`config.mk`:
```
export PLATFORM = sky130hd
export DESIGN_NAME = obpc_mul
export DESIGN_NICKNAME = d
export VERILOG_FILES = /design/src/hw/rtl/obpc_pkg.sv /design/src/hw/rtl/obpc_mul.sv
export SDC_FILE = /design/constraint.sdc
export NUM_CORES = 2
export LEC_CHECK = 0
export ABC_AREA = 1
export BUFFER_PORTS_ARGS = -buffer_cell sky130_fd_sc_hd__buf_2
export CAP_MARGIN = 20
export CORE_MARGIN = 1.5
export CORE_UTILIZATION = 38
export CTS_BUF_LIST = sky130_fd_sc_hd__clkbuf_8
export CTS_CLUSTER_SIZE = 28
export DETAILED_ROUTE_END_ITERATION = 10
export PLACE_DENSITY_LB_ADDON = 0.2
export SLEW_MARGIN = 20
export SYNTH_ARGS = -nofsm -noshare
export SYNTH_HDL_FRONTEND = slang
export SYNTH_SLANG_ARGS = --single-unit
```
`constraint.sdc`:
```
create_clock -name clk -period 16.6 [get_ports clk]
set_clock_uncertainty 0.15 [all_clocks]
set_input_delay 1.66 -clock clk [delete_from_list [all_inputs] [get_ports clk]]
set_output_delay 1.66 -clock clk [all_outputs]
set_load 0.1 [all_outputs]
```
`src/hw/rtl/obpc_pkg.sv`:
```
`default_nettype none
package obpc_pkg;

  localparam int unsigned DataW   = 32;
  localparam int unsigned GainW   = 31;
  localparam int unsigned OpW     = 33;
  localparam int unsigned ProdW   = 66;
  localparam int unsigned DivW    = 57;
  localparam int unsigned QuotW   = 25;
  localparam int unsigned CntW    = 5;
  localparam int unsigned SumW    = 34;
  localparam int unsigned TermW   = 32;
  localparam int unsigned CfgIdxW = 3;

  localparam logic signed [DataW-1:0] Q_MAX = 32'sh7FFF_FFFF;
  localparam logic signed [DataW-1:0] Q_MIN = 32'sh8000_0000;

  localparam logic [GainW-1:0] PROP_GAIN_RST    = 31'd13421773;
  localparam logic [GainW-1:0] DIFF_GAIN_RST    = 31'd3355443;
  localparam logic [GainW-1:0] DIST_GAIN_RST    = 31'd1677722;
  localparam logic [GainW-1:0] DRIVE_LIMIT_RST  = 31'd11744051;
  localparam logic [GainW-1:0] INVERSE_MASS_RST = 31'd11358982;

  // dt and dt*dt/2 in Q0.40
  localparam logic [31:0] DT_Q40      = 32'd1099511628;
  localparam logic [31:0] HALF_DT2_Q40 = 32'd549756;
  localparam logic [31:0] LN2_Q32      = 32'd2977044472;

  localparam logic [QuotW-1:0] ONE_Q24 = 25'd16777216;
  localparam logic [QuotW-1:0] K_MAX   = 25'd23;
  localparam logic [CntW-1:0]  K_STEPS = 5'd5;
  localparam logic [CntW-1:0]  Q_STEPS = 5'd25;
  localparam logic [3:0]       N_FIRST = 4'd2;
  localparam logic [3:0]       N_LAST  = 4'd13;

  typedef enum logic [CfgIdxW-1:0] {
    CFG_SETPOINT     = 3'd0,
    CFG_PROP_GAIN    = 3'd1,
    CFG_DIFF_GAIN    = 3'd2,
    CFG_DIST_GAIN    = 3'd3,
    CFG_DRIVE_LIMIT  = 3'd4,
    CFG_INVERSE_MASS = 3'd5
  } cfg_index_t;

  typedef enum logic [4:0] {
    ST_IDLE,
    ST_P,
    ST_D,
    ST_W,
    ST_U,
    ST_A,
    ST_V,
    ST_AH,
    ST_AD,
    ST_NV,
    ST_T_START,
    ST_T_K,
    ST_T_M1,
    ST_T_M2,
    ST_T_M3,
    ST_T_DEN,
    ST_T_Q,
    ST_T_DONE,
    ST_OUT
  } state_t;

  typedef struct packed {
    logic signed [OpW-1:0] a;
    logic signed [OpW-1:0] b;
    logic                  wide;   // shift by 40 instead of 24
  } mul_req_t;

  typedef struct packed {
    logic            start;
    logic [CntW-1:0] count;
  } div_req_t;

  function automatic logic signed [DataW-1:0] sat_add(input logic signed [DataW-1:0] x,
                                                       input logic signed [DataW-1:0] y);
    logic signed [DataW:0] s;
    s = {x[DataW-1], x} + {y[DataW-1], y};
    if (s[DataW] != s[DataW-1]) begin
      sat_add = s[DataW] ? Q_MIN : Q_MAX;
    end else begin
      sat_add = s[DataW-1:0];
    end
  endfunction

  function automatic logic signed [DataW-1:0] sat_sub(input logic signed [DataW-1:0] x,
                                                       input logic signed [DataW-1:0] y);
    logic signed [DataW:0] s;
    s = {x[DataW-1], x} - {y[DataW-1], y};
    if (s[DataW] != s[DataW-1]) begin
      sat_sub = s[DataW] ? Q_MIN : Q_MAX;
    end else begin
      sat_sub = s[DataW-1:0];
    end
  endfunction

  function automatic logic signed [OpW-1:0] sx(input logic signed [DataW-1:0] v);
    sx = {v[DataW-1], v};
  endfunction

  function automatic logic signed [OpW-1:0] gx(input logic [GainW-1:0] g);
    gx = {2'b00, g};
  endfunction

  // floor(2^32 / n) for the series divisors
  function automatic logic [31:0] recip(input logic [3:0] n);
    logic [31:0] m;
    unique case (n)
      4'd2:    m = 32'd2147483648;
      4'd3:    m = 32'd1431655765;
      4'd4:    m = 32'd1073741824;
      4'd5:    m = 32'd858993459;
      4'd6:    m = 32'd715827882;
      4'd7:    m = 32'd613566756;
      4'd8:    m = 32'd536870912;
      4'd9:    m = 32'd477218588;
      4'd10:   m = 32'd429496729;
      4'd11:   m = 32'd390451572;
      4'd12:   m = 32'd357913941;
      4'd13:   m = 32'd330382099;
      default: m = 32'd0;
    endcase
    recip = m;
  endfunction

endpackage
`default_nettype wire

```
`src/hw/rtl/obpc_mul.sv`:
```
`default_nettype none
module obpc_mul (
  input  wire logic                               clk,
  input  wire obpc_pkg::mul_req_t                 req,
  output logic [obpc_pkg::ProdW-1:0]              prod,
  output logic signed [obpc_pkg::DataW-1:0]       res
);
  import obpc_pkg::*;

  localparam logic signed [ProdW-1:0] Rnd24 = ProdW'(64'd1 << 23);
  localparam logic signed [ProdW-1:0] Rnd40 = ProdW'(64'd1 << 39);
  localparam logic signed [ProdW-1:0] SatHi = ProdW'(Q_MAX);
  localparam logic signed [ProdW-1:0] SatLo = ProdW'(Q_MIN);

  logic signed [ProdW-1:0] a_ext;
  logic signed [ProdW-1:0] b_ext;
  logic signed [ProdW-1:0] prod_q;
  logic                    wide;
  logic signed [ProdW-1:0] rounded;
  logic signed [ProdW-1:0] shifted;

  assign a_ext = {{(ProdW-OpW){req.a[OpW-1]}}, req.a};
  assign b_ext = {{(ProdW-OpW){req.b[OpW-1]}}, req.b};

  always_ff @(posedge clk) begin
    prod_q <= a_ext * b_ext;
    wide   <= req.wide;
  end

  // round half up, floor shift, saturate to q8.24
  always_comb begin
    rounded = prod_q + (wide ? Rnd40 : Rnd24);
    shifted = wide ? (rounded >>> 40) : (rounded >>> 24);
    if (shifted > SatHi) begin
      res = Q_MAX;
    end else if (shifted < SatLo) begin
      res = Q_MIN;
    end else begin
      res = shifted[DataW-1:0];
    end
  end

  assign prod = prod_q;

endmodule
`default_nettype wire

```
## After elaboration in Yosys (flattened, before gate mapping)

Cells that the tools add are included.

- Flip-flop bits (word level): 67
- Bits in latches: 0
- Memory bits (writable): 0
- Memory bits (read-only): 0
- Bits of input ports: 68
- Output and inout bits: 98
- Logic and storage cells: 10
- Memories: 0

- $add $sub $neg: 1
- Multiply operators: 1
- Div/mod/pow operators: 0
- Magnitude comparators: 2
- Eq/ne operators: 0
- Shift operators: 0
- Multiplexer cells: 4
- Bitwise gates (word level): 0
- Reduce and logical (&&, ||, !) cells: 0

Operator list:

| operator | number |
|---|---|
| 66-bit by 41-bit adder with 66-bit output | 1 |
| 33-bit by 33-bit multiplier with 66-bit output | 1 |
| 32-bit two-way mux | 2 |
| 42-bit by 32-bit > comparator with 1-bit output, second input constant | 1 |
| 42-bit by 32-bit < comparator with 1-bit output, second input constant | 1 |
| 41-bit two-way mux | 1 |
| 40-bit two-way mux | 1 |

## Longest topological paths before layout

- Word-level depth: 6
- Mapped depth: 32
- Mapped depth without buffers: 30

## Worst setup path after synthesis

OpenSTA, ideal clock, no wires.

- Path kind: input -> register
- Start point: input port req[66] in the netlist's numbering
- End point: register prod_q[56], in the netlist prod[56]
- Library setup time: 0.072 ns
- Arrival: 8.560 ns
- Required time: 16.378 ns
- Path slack: 7.818 ns
- Cell stages on the path: 24
- Buffers on the path: 2
- Cell sequence: clkbuf_1 -> clkbuf_1 -> nand2_1 -> inv_1 -> fa_1 -> fa_1 -> fa_1 -> fa_1 -> inv_1 -> fa_1 -> fa_1 -> fa_1 -> fa_1 -> inv_1 -> ha_1 -> nand2_1 -> nor2_1 -> inv_1 -> nor2_1 -> inv_1 -> nor2_1 -> inv_1 -> o2111ai_1 -> xor2_1

- Word-level cells in the longest chain between the ends: 1

Ends and longest elaborated chain:

| element | RTL line | RTL |
|---|---|---|
| start, declared | obpc_mul.sv:4 | `input wire obpc_pkg::mul_req_t req,` |
| 33-bit by 33-bit multiplier with 66-bit output | obpc_mul.sv:26 | `prod_q <= a_ext * b_ext;` |
| end signal, assigned | obpc_mul.sv:26 |  |
| end, declared | obpc_mul.sv:17 | `logic signed [ProdW-1:0] prod_q;` |

Every way passes these cells.

## Final worst setup path

- Start point: input port req[11] in the netlist's numbering
- End point: register prod_q[59], in the netlist prod[59]

Same word-level chain as after synthesis.

==> flow_metrics.env <==
export IMPL_hold_buffers=0
export IMPL_h_tree_depth=3
export IMPL_first_pass_iters=5
export IMPL_grt_pass1_vias=37000
export IMPL_hpwlAfterDp_mm=111
export IMPL_cts_root_buf="clkbuf_8"
export IMPL_clk_path_buf_depth=2
export IMPL_layout_drive_gt1_share_pct=4.92
export IMPL_async_flop_share_pct=0
export IMPL_drtIter0Drc=1916
export IMPL_areaGrowthSynthToFinish_pct=4.89
export IMPL_crit_type="input port to flip-flop"
export IMPL_grt_pass1_wl_mm=213
export IMPL_max_freq_mhz=106
export IMPL_synth_cell_area_um2=44100
export IMPL_period_needed_ns=9.46
export IMPL_postRouteAntennaNets=0
export IMPL_cp_start_kind="input port"
export IMPL_gp_congestion=0.970
export IMPL_initial_core_util_pct=38.4
export IMPL_ys_seq_area_share_pct=3.04
export IMPL_synth_distinct_cells=44
export IMPL_vias=33700
export IMPL_cts_tree="built"
export IMPL_grt_max_degree=38
export IMPL_final_cell_mix="1,802 x inv_1, 1,413 x nand2_1, 1,143 x fa_1"
export IMPL_postCtsSetupRepairBufs=0
export IMPL_drt_vias_per_instance=4.75
export IMPL_syn_avg_cell_area_um2=7.84
export IMPL_setup_viol=0
export IMPL_cp_max_fo=33
export IMPL_grt_overflow_total=0
export IMPL_die_h_um=344
export IMPL_fillCellCount=12000
export IMPL_relSlewSlack_pct=30.5
export IMPL_drt_wirelength_per_cell_um=18.6
export IMPL_drc=0
export IMPL_io_buffers=165
export IMPL_hold_class="input port to flip-flop"
export IMPL_io_pins=166
export IMPL_drv_slew=0
export IMPL_cts_sinks=67
export IMPL_cts_resized=0
export IMPL_dieArea_um2=118000
export IMPL_yosysWarnings=0
export IMPL_tightestPinTransition_ns=1.04
export IMPL_finalSetupTns_ns=0
export IMPL_finalHoldViolCount=0
export IMPL_layout_commonest_cell="inv_1"
export IMPL_ys_ff_latch=67
export IMPL_rows=124
export IMPL_ys_flop_type="dfxtp_1"
export IMPL_cts_inserted_buffers=9
export IMPL_antenna_found_initial=3
export IMPL_drt_total_wl_mm=132
export IMPL_rsz0062_at_grt="false"
export IMPL_synth_edf_count=0
export IMPL_max_cap_viol_count=0
export IMPL_die_w_um=344
export IMPL_fin_crit_sh_pct=57.0
export IMPL_syn_instance_count=5631
export IMPL_status="completed"
export IMPL_syn_nets=7063
export IMPL_nets=7000
export IMPL_arrival_ns=9.54
export IMPL_cts_reportedPaths_clkPinSlew_ns=0.09
export IMPL_core_area_um2=115000
export IMPL_cp_required_ns=16.68
export IMPL_gr_usage_all_layers_pct=23.3
export IMPL_worstSetupEndpointType="flip-flop"
[synth_stat cells, types with 15 or more instances]
cell | n | share of area, %
xnor2_1 | 35 | 0.69
inv_1 | 1802 | 15
nor2_1 | 210 | 1.8
a21oi_1 | 97 | 1.1
clkbuf_1 | 265 | 2.3
nand2_1 | 1413 | 12
ha_1 | 219 | 6.2
xor2_1 | 55 | 1.1
o21bai_1 | 18 | 0.31
o21ai_0 | 79 | 0.90
fa_1 | 1145 | 52
dfxtp_1 | 67 | 3.0
nand3_1 | 68 | 0.77
or2_2 | 15 | 0.21
[through the flow]
| step | std cells | hold slack (ns) | setup WS (ns) | area [um2] | utilization, % |
|---|---|---|---|---|---|
| finish | 7086 | 1.25 | 7.14 | 46300 | 40.3 |
| global route | 7086 | 1.23 | 6.69 | 46300 | 40.3 |
| CTS | 7085 | 1.23 | 6.97 | 46300 | 40.3 |
| detailed placement | 7069 | 1.62 | 6.60 | 46000 | 40.1 |
| global placement | 7069 | 1.62 | 6.47 | 46000 | 40.1 |
| floorplan | 5631 | 1.54 | 7.82 | 44100 | - |
[cell type report]
cell class / count / area [um2] / share of cell area [%]
inverters: 1803 / 6770 / 14.6
repair buffers: 203 / 1110 / 2.40
clock buffers: 9 / 124 / 0.268
clock inverters: 7 / 124 / 0.268
well taps: 1512 / 1890 / 4.09
multi-input cells: 3484 / 34900 / 75.4
flip-flops and latches: 67 / 1340 / 2.90
diodes: 1 / 2.50 / 0.00541
[worst max-delay path, stage by stage]
cell	delay, ns
buf_2	0.69
nand2_1	0.21
fa_1	0.73
fa_1	0.71
fa_1	0.98
inv_1	0.20
fa_1	0.45
fa_1	0.53
fa_1	0.55
inv_1	0.05
fa_1	0.47
inv_1	0.05
fa_1	0.43
ha_1	0.38
a21oi_1	0.27
inv_1	0.06
a31oi_1	0.22
o21ai_0	0.23
a21oi_1	0.20
o211ai_1	0.24
xor2_1	0.21
[logic make-up after synthesis]
kind of cell / share of synthesized area (%)
AOI/OAI and AO/OA: 3.18
xor gates and xnor gates: 1.79
adders and majority gates: 58.2
buffers and inverters: 17.8
DFF: 3.04
and+or+nand+nor: 16.0
[sequential cells by signal (all words and copies together) (netlist names)]
| register | flops |
|---|---|
| wide | 1 |
| prod | 66 |
[routing by layer]
metal	share of wire [%]	wire [um]	global-route usage [%]	vias to the layer above
li1	-	-	-	15400
met1	44	57500	31.3	17300
met2	50	65800	41.3	838
met3	4.4	5830	2.06	157
met4	2.1	2740	4.30	4
met5	0.020	26	0	-
[worst paths after layout]
kind / startpoint / to / slack [ns] / depth (start not counted)
setup / recovery: req[11] / prod[59]$_DFF_P_ / 7.14 / 21
hold / removal: req[0] / wide$_DFF_P_ / 1.25 / 1
Power is left out: the tool's default activity adds up to more than one toggle a clock period on the data nets, which glitch-free logic cannot reach.
