===== config.mk =====
export PLATFORM = sky130hd
export DESIGN_NAME = obpc_div
export DESIGN_NICKNAME = d
export VERILOG_FILES = /design/src/hw/rtl/obpc_pkg.sv /design/src/hw/rtl/obpc_div.sv
export SDC_FILE = /design/constraint.sdc
export NUM_CORES = 1
export LEC_CHECK = 0
export ABC_AREA = 1
export BUFFER_PORTS_ARGS = -buffer_cell sky130_fd_sc_hd__buf_2
export CELL_PAD_IN_SITES_DETAIL_PLACEMENT = 1
export CELL_PAD_IN_SITES_GLOBAL_PLACEMENT = 1
export CORE_MARGIN = 2
export CORE_UTILIZATION = 43
export CTS_CLUSTER_DIAMETER = 100
export DETAILED_ROUTE_END_ITERATION = 8
export GPL_TIMING_DRIVEN = 0
export PLACE_DENSITY = 0.95
export RECOVER_POWER = 25
export SYNTH_ARGS = -nofsm -noshare
export SYNTH_HDL_FRONTEND = slang
export SYNTH_SLANG_ARGS = --single-unit

===== constraint.sdc =====
create_clock -name clk -period 9.86 [get_ports clk]
set_input_delay 1.972 -clock clk [delete_from_list [all_inputs] [get_ports clk]]
set_output_delay 1.972 -clock clk [all_outputs]
set_load 0.1 [all_outputs]

===== src/hw/rtl/obpc_pkg.sv =====
`default_nettype none
package obpc_pkg;

  localparam int unsigned DataW   = 32;
  localparam int unsigned GainW   = 31;
  localparam int unsigned OpW     = 33;
  localparam int unsigned ProdW   = 66;
  localparam int unsigned DivW    = 57;
  localparam int unsigned QuotW   = 25;
  localparam int unsigned CntW    = 5;
  localparam int unsigned SumW    = 34;
  localparam int unsigned TermW   = 32;
  localparam int unsigned CfgIdxW = 3;

  localparam logic signed [DataW-1:0] Q_MAX = 32'sh7FFF_FFFF;
  localparam logic signed [DataW-1:0] Q_MIN = 32'sh8000_0000;

  localparam logic [GainW-1:0] PROP_GAIN_RST    = 31'd13421773;
  localparam logic [GainW-1:0] DIFF_GAIN_RST    = 31'd3355443;
  localparam logic [GainW-1:0] DIST_GAIN_RST    = 31'd1677722;
  localparam logic [GainW-1:0] DRIVE_LIMIT_RST  = 31'd11744051;
  localparam logic [GainW-1:0] INVERSE_MASS_RST = 31'd11358982;

  // dt and dt*dt/2 in Q0.40
  localparam logic [31:0] DT_Q40      = 32'd1099511628;
  localparam logic [31:0] HALF_DT2_Q40 = 32'd549756;
  localparam logic [31:0] LN2_Q32      = 32'd2977044472;

  localparam logic [QuotW-1:0] ONE_Q24 = 25'd16777216;
  localparam logic [QuotW-1:0] K_MAX   = 25'd23;
  localparam logic [CntW-1:0]  K_STEPS = 5'd5;
  localparam logic [CntW-1:0]  Q_STEPS = 5'd25;
  localparam logic [3:0]       N_FIRST = 4'd2;
  localparam logic [3:0]       N_LAST  = 4'd13;

  typedef enum logic [CfgIdxW-1:0] {
    CFG_SETPOINT     = 3'd0,
    CFG_PROP_GAIN    = 3'd1,
    CFG_DIFF_GAIN    = 3'd2,
    CFG_DIST_GAIN    = 3'd3,
    CFG_DRIVE_LIMIT  = 3'd4,
    CFG_INVERSE_MASS = 3'd5
  } cfg_index_t;

  typedef enum logic [4:0] {
    ST_IDLE,
    ST_P,
    ST_D,
    ST_W,
    ST_U,
    ST_A,
    ST_V,
    ST_AH,
    ST_AD,
    ST_NV,
    ST_T_START,
    ST_T_K,
    ST_T_M1,
    ST_T_M2,
    ST_T_M3,
    ST_T_DEN,
    ST_T_Q,
    ST_T_DONE,
    ST_OUT
  } state_t;

  typedef struct packed {
    logic signed [OpW-1:0] a;
    logic signed [OpW-1:0] b;
    logic                  wide;   // shift by 40 instead of 24
  } mul_req_t;

  typedef struct packed {
    logic            start;
    logic [CntW-1:0] count;
  } div_req_t;

  function automatic logic signed [DataW-1:0] sat_add(input logic signed [DataW-1:0] x,
                                                       input logic signed [DataW-1:0] y);
    logic signed [DataW:0] s;
    s = {x[DataW-1], x} + {y[DataW-1], y};
    if (s[DataW] != s[DataW-1]) begin
      sat_add = s[DataW] ? Q_MIN : Q_MAX;
    end else begin
      sat_add = s[DataW-1:0];
    end
  endfunction

  function automatic logic signed [DataW-1:0] sat_sub(input logic signed [DataW-1:0] x,
                                                       input logic signed [DataW-1:0] y);
    logic signed [DataW:0] s;
    s = {x[DataW-1], x} - {y[DataW-1], y};
    if (s[DataW] != s[DataW-1]) begin
      sat_sub = s[DataW] ? Q_MIN : Q_MAX;
    end else begin
      sat_sub = s[DataW-1:0];
    end
  endfunction

  function automatic logic signed [OpW-1:0] sx(input logic signed [DataW-1:0] v);
    sx = {v[DataW-1], v};
  endfunction

  function automatic logic signed [OpW-1:0] gx(input logic [GainW-1:0] g);
    gx = {2'b00, g};
  endfunction

  // floor(2^32 / n) for the series divisors
  function automatic logic [31:0] recip(input logic [3:0] n);
    logic [31:0] m;
    unique case (n)
      4'd2:    m = 32'd2147483648;
      4'd3:    m = 32'd1431655765;
      4'd4:    m = 32'd1073741824;
      4'd5:    m = 32'd858993459;
      4'd6:    m = 32'd715827882;
      4'd7:    m = 32'd613566756;
      4'd8:    m = 32'd536870912;
      4'd9:    m = 32'd477218588;
      4'd10:   m = 32'd429496729;
      4'd11:   m = 32'd390451572;
      4'd12:   m = 32'd357913941;
      4'd13:   m = 32'd330382099;
      default: m = 32'd0;
    endcase
    recip = m;
  endfunction

endpackage
`default_nettype wire


===== src/hw/rtl/obpc_div.sv =====
`default_nettype none
module obpc_div (
  input  wire logic                          clk,
  input  wire logic                          rst,
  input  wire obpc_pkg::div_req_t            req,
  input  wire logic [obpc_pkg::DivW-1:0]     num_hi,
  input  wire logic [obpc_pkg::QuotW-1:0]    num_lo,
  input  wire logic [obpc_pkg::DivW-1:0]     divisor,
  output logic                               busy,
  output logic [obpc_pkg::QuotW-1:0]         quot,
  output logic [obpc_pkg::DivW-1:0]          rem
);
  import obpc_pkg::*;

  logic [DivW-1:0]  dvs;
  logic [QuotW-1:0] bring;
  logic [CntW-1:0]  cnt;
  logic [DivW:0]    trial;
  logic [DivW:0]    diff;
  logic             fits;

  // one restoring step per cycle, numerator bits brought down msb first
  always_comb begin
    trial = {rem, bring[QuotW-1]};
    diff  = trial - {1'b0, dvs};
    fits  = trial >= {1'b0, dvs};
  end

  always_ff @(posedge clk) begin
    if (rst) begin
      busy <= 1'b0;
      cnt  <= '0;
    end else if (req.start) begin
      busy <= 1'b1;
      cnt  <= req.count;
    end else if (busy) begin
      cnt  <= cnt - 1'b1;
      busy <= (cnt != CntW'(1));
    end
  end

  always_ff @(posedge clk) begin
    if (req.start) begin
      rem   <= num_hi;
      bring <= num_lo;
      dvs   <= divisor;
      quot  <= '0;
    end else if (busy) begin
      rem   <= fits ? diff[DivW-1:0] : trial[DivW-1:0];
      bring <= {bring[QuotW-2:0], 1'b0};
      quot  <= {quot[QuotW-2:0], fits};
    end
  end

endmodule
`default_nettype wire


# Word level (Yosys, flattened, before mapping)
# Index checks and enable logic that the tools add are counted.
# word_totals
word_cells	20
input_bits	147
ramBits	0
mem_bits_ro	0
regBits	170
latchBits	0
mem_count	0
# op_classes
n_eq_ne	1
n_addsub	2
n_lt_le_gt_ge	1
n_mux	9
multipliers	0
n_reduce_logical	1
shifts	0
bitwise_logic	0
div	0
# op_table
op	count
57-bit two-way mux	3
58-bit by 57-bit >= comparator with 1-bit output	1
57-bit subtractor	1
25-bit two-way mux	2
5-bit two-way mux	2
5-bit by 1-bit inequality test with 1-bit output, second input constant	1
5-bit by 1-bit subtractor with 5-bit output, second input constant	1
1-bit two-way mux	2
2-bit nonzero test	1

# Longest topological paths before layout
# depth
word_depth	4
mapped_depth	17
ltp_nobuf	17

# Least setup slack after synthesis
# No wires, ideal clock.
# synth_timing
path_type	input to register
startpoint	in req[5] (netlist bit)
endpoint	reg bring[0], enable pin
slack_ns	4.808
path_stages	3
path_buffers	1
required_time_ns	9.381
t_arrival_ns	4.573
cell_sequence	nor2_1 > inv_1 > clkbuf_1
# synth_via
elab_chain_len	1
# synth_lines
element	line_no	text
start: declaration	obpc_div.sv:5	input wire obpc_pkg::div_req_t req,
2-bit nonzero test (no source line)	n/a	
end signal: assignment	obpc_div.sv:45	bring <= num_lo;
end signal: assignment	obpc_div.sv:50	bring <= {bring[QuotW-2:0], 1'b0};
end: declaration	obpc_div.sv:16	logic [QuotW-1:0] bring;
# Every way passes these cells.
# A chain may end at the register's enable or synchronous reset.

# Worst setup path in the final report
# layout_timing
startpoint	in req[5] (netlist bit)
endpoint	reg rem[35] (netlist bit), data pin
# layout_via
elab_chain_len	1
# layout_lines
element	line_no	text
57-bit two-way mux	obpc_div.sv:43	if (req.start) begin
end signal: assignment	obpc_div.sv:44	rem <= num_hi;
end signal: assignment	obpc_div.sv:49	rem <= fits ? diff[DivW-1:0] : trial[DivW-1:0];
end: declaration	obpc_div.sv:11	output logic [obpc_pkg::DivW-1:0] rem
# Every way passes these cells.

==> impl_results.md <==
- Outcome: finished, violations left
- Failing checks: max-capacitance violations, max-slew violations
- Critical Path End Type: flop
- Slowest stage cell on the critical path: clkbuf_1
- Library cells used by synthesis: 48
- Worst min path class: reg2reg
- Vias: 12900
- Row cnt: 62
- RSZ-0062 raised after global routing: no
- Hold path cells: 2
- Mapped cell area: 12400 um2
- Placer Congestion: 0.929
- CTS H-tree depth: 4
- Crit path DAT: 7.00 ns
- Most common cell on crit path: clkbuf_1
- EDFF count, synth: 139
- Initial antenna violation count: 1
- Hold endpoint: quot[22]
- Clock Sinks: 170
- Worst-Margin Slew: 3.88 ns
- FMAX: 150 MHz
- Pin count of the biggest net entering global routing: 60
- YS warnings: 0
- Grt ovf: 0
- Simple-Gate Fraction of Synth Area: 34.9%
- Final WS setup: 3.17 ns
- Avg Synthesized Cell Area: 6.75 um2
- Tot GR Track Use: 33.8%
- Synth area leader: edfxtp_1
- Critical path's top delay family: buffers and inverters
- Main combinational cell family by area after synthesis: simple AND/OR/NAND/NOR gates
- Setup TNS: 0 ns
- Detailed placer's ending HPWL: 39600 um
- Number of port buffers: 229
- CP Buf/Inv Count: 4
- Post-synthesis compound-gate area fraction: 5.35%
- Crit-path max FO: 59
- Worst Setup Start Kind: primary input
- Post-synthesis mux area share: 0%
- Synth top area share: 33.8%
- Layout Nets: 2287
- Core Area: 28500 um2
- R2R Setup Slk: 6.50 ns
- Root Driver: clkbuf_16
- Syn Nets: 2038
- XOR/XNOR Fraction of Synth Area: 2.13%
- Worst r2r path cells: 14
- Min Tclk post-route: 6.69 ns
- DIE AREA: 30100 um2
- RR Startpoint: rem[24]
- Reg2reg end: rem[31]
- Pleak: 0.00791 uW
- Slew margin rel.: -159%
- Final setup viols: 0
- Slowest Stage Delay on Critical Path: 2.67 ns
- Clk pin slew, worst setup/hold paths: 0.09 ns
- Maximum VDD drop: 0.000153 V
- Max Cap Viol: 1
- First-pass GRT wire length: 77800 um
- Crit path kind: in2reg
- Clock Latency Late Sink: 0.47 ns
- Die W: 174 um
- Postcts setup bufs: 0
- Top cells by area, synth: edfxtp_1, nand2_1, inv_1
- Num CTS Buffers: 17
- Antenna cells: 0
- # DRC: 0
- Sequential area share after synthesis: 38.8%
- Hold path startpoint: quot[21]
- Share of post-route cells with drive strength above 1: 15.1%
- Setup slack at placement: 4.36 ns
- Final wirelength: 49800 um
- Synth Instances: 1831
- CTS Hold Bufs: 0
- Final Cycle Share: 67.8%
- CTS tree: yes
- Post-synthesis adder-cell area fraction: 6.14%
- Power Density: 239 nW/um2
- CTS resizes: 0
- Post-synth top flop: edfxtp_1
- Final slew viol count: 60
- Layout Area Growth over Synthesis: 17.8%
- Detailed router's first-iteration violation count: 929
- CP Data Required Time: 10.18 ns
- Starting density of the core: 43.4%
- Crit path cell chain: clkbuf_1 > clkbuf_1 > clkbuf_1 > clkbuf_1 > nand2_1 > nand2_1
- Die Ht: 174 um
- Vias in the first global route: 13900
- ANT nets after route: 0
- Asr flop ratio synth: 0%
- Vias per cell: 5.20
- Final Hold Viols: 0
- Clock Skew: 0.0228 ns
- IO Count: 230
- Post-synthesis register bit count: 170
- Per-cell routed wire length: 20.1 um
- Pre-Repair DR Iteration Count: 5
- Clk buf depth: 2
## synth_stat cells, types with 8 or more instances
cell / count
a21oi_1: 46
clkbuf_1: 17
dfxtp_1: 31
edfxtp_1: 139
ha_1: 59
inv_1: 352
inv_2: 14
nand2_1: 732
nand3_1: 81
nand3_2: 9
nand4_1: 17
nor2_1: 161
nor2_2: 8
nor3_1: 14
o21ai_0: 19
o21ai_1: 20
o22ai_1: 23
xnor2_1: 22
xor2_1: 8
## report_power, final
part	total [uW]	leakage [uW]	internal [uW]	switching, uW
sequential	963	0.00165	895	67.5
combinational	1850	0.00600	468	1380
clock	675	0.000272	336	339
## per-stage QoR
step	hold WS, ns	total power [uW]	utilization (%)	instance area (um2)	instances
2_1_floorplan	0.476	2270	-	12400	1831
3_3_place_gp	0.451	2720	49.1	14000	2444
3_5_place_dp	0.487	2780	49.2	14000	2445
4_1_cts	0.505	3470	51.1	14600	2477
5_1_grt	0.523	3680	51.1	14600	2477
6_report	0.502	3480	51.1	14600	2477
## cells by family (layout without fill, tap and decap cells)
logic type      Yosys count  after routing
buf+inv                 401            663
simple gates           1051           1051
flops                   170            170
fa+ha+maj                60             60
compound gates          119            119
xor+xnor                 30             30
## cells in the final DEF, fill, tap and decap left out, types with 17 or more instances in the layout
cell,instances
nand2_1,732
inv_1,352
buf_2,227
nor2_1,161
edfxtp_1,139
nand3_1,81
ha_1,59
a21oi_1,46
dfxtp_1,31
o22ai_1,23
xnor2_1,22
clkbuf_1,21
o21ai_1,20
o21ai_0,19
nand4_1,17
clkbuf_16,17
## registers in the layout (all words and copies together) (netlist names)
| register | count |
|---|---|
| dvs | 57 |
| bring | 25 |
| quot | 25 |
| cnt | 5 |
| busy | 1 |
| rem | 57 |
## metal layers
metal | track usage [%] | wire length [um]
met1 | 42.7 | 21700
met2 | 58.3 | 23900
met3 | 7.24 | 3020
met4 | 9.57 | 1190
met5 | 0 | 11
## layout make-up
| cell class | count | area, um2 |
|---|---|---|
| buffer | 34 | 191 |
| clock buffer | 19 | 443 |
| clock inverter | 13 | 101 |
| fill | 3881 | 13900 |
| inverter | 367 | 1380 |
| multi-input combinational | 1260 | 6000 |
| sequential | 170 | 4790 |
| tap | 384 | 480 |
| timing repair buffer | 230 | 1170 |
## worst max-delay path by stage
| stage | start | to | depth (start not counted) | slack (ns) |
|---|---|---|---|---|
| after floorplan | req[5] | bring[0] | 3 | 4.81 |
| after global placement | req[5] | rem[39] | 4 | 2.25 |
| after detailed placement | req[5] | rem[25] | 6 | 4.36 |
| after CTS | req[5] | rem[35] | 6 | 4.82 |
| after global routing | req[5] | rem[31] | 6 | 2.97 |
| final | req[5] | rem[35] | 6 | 3.17 |
## worst register-to-register path, stage by stage (launching register included)
cell and delay (ns):
edfxtp_1 0.54, ha_1 0.43, nand2_1 0.15, nor2_1 0.22
nand2_1 0.13, nor2_1 0.19, nand2_1 0.08, nand3_1 0.20
nand2_4 0.14, nand3_4 0.24, buf_8 0.20, buf_6 0.18
nand2_1 0.09, nand3_1 0.21, nand2_1 0.10
No activity file was read; power rests on OpenSTA's default activity.
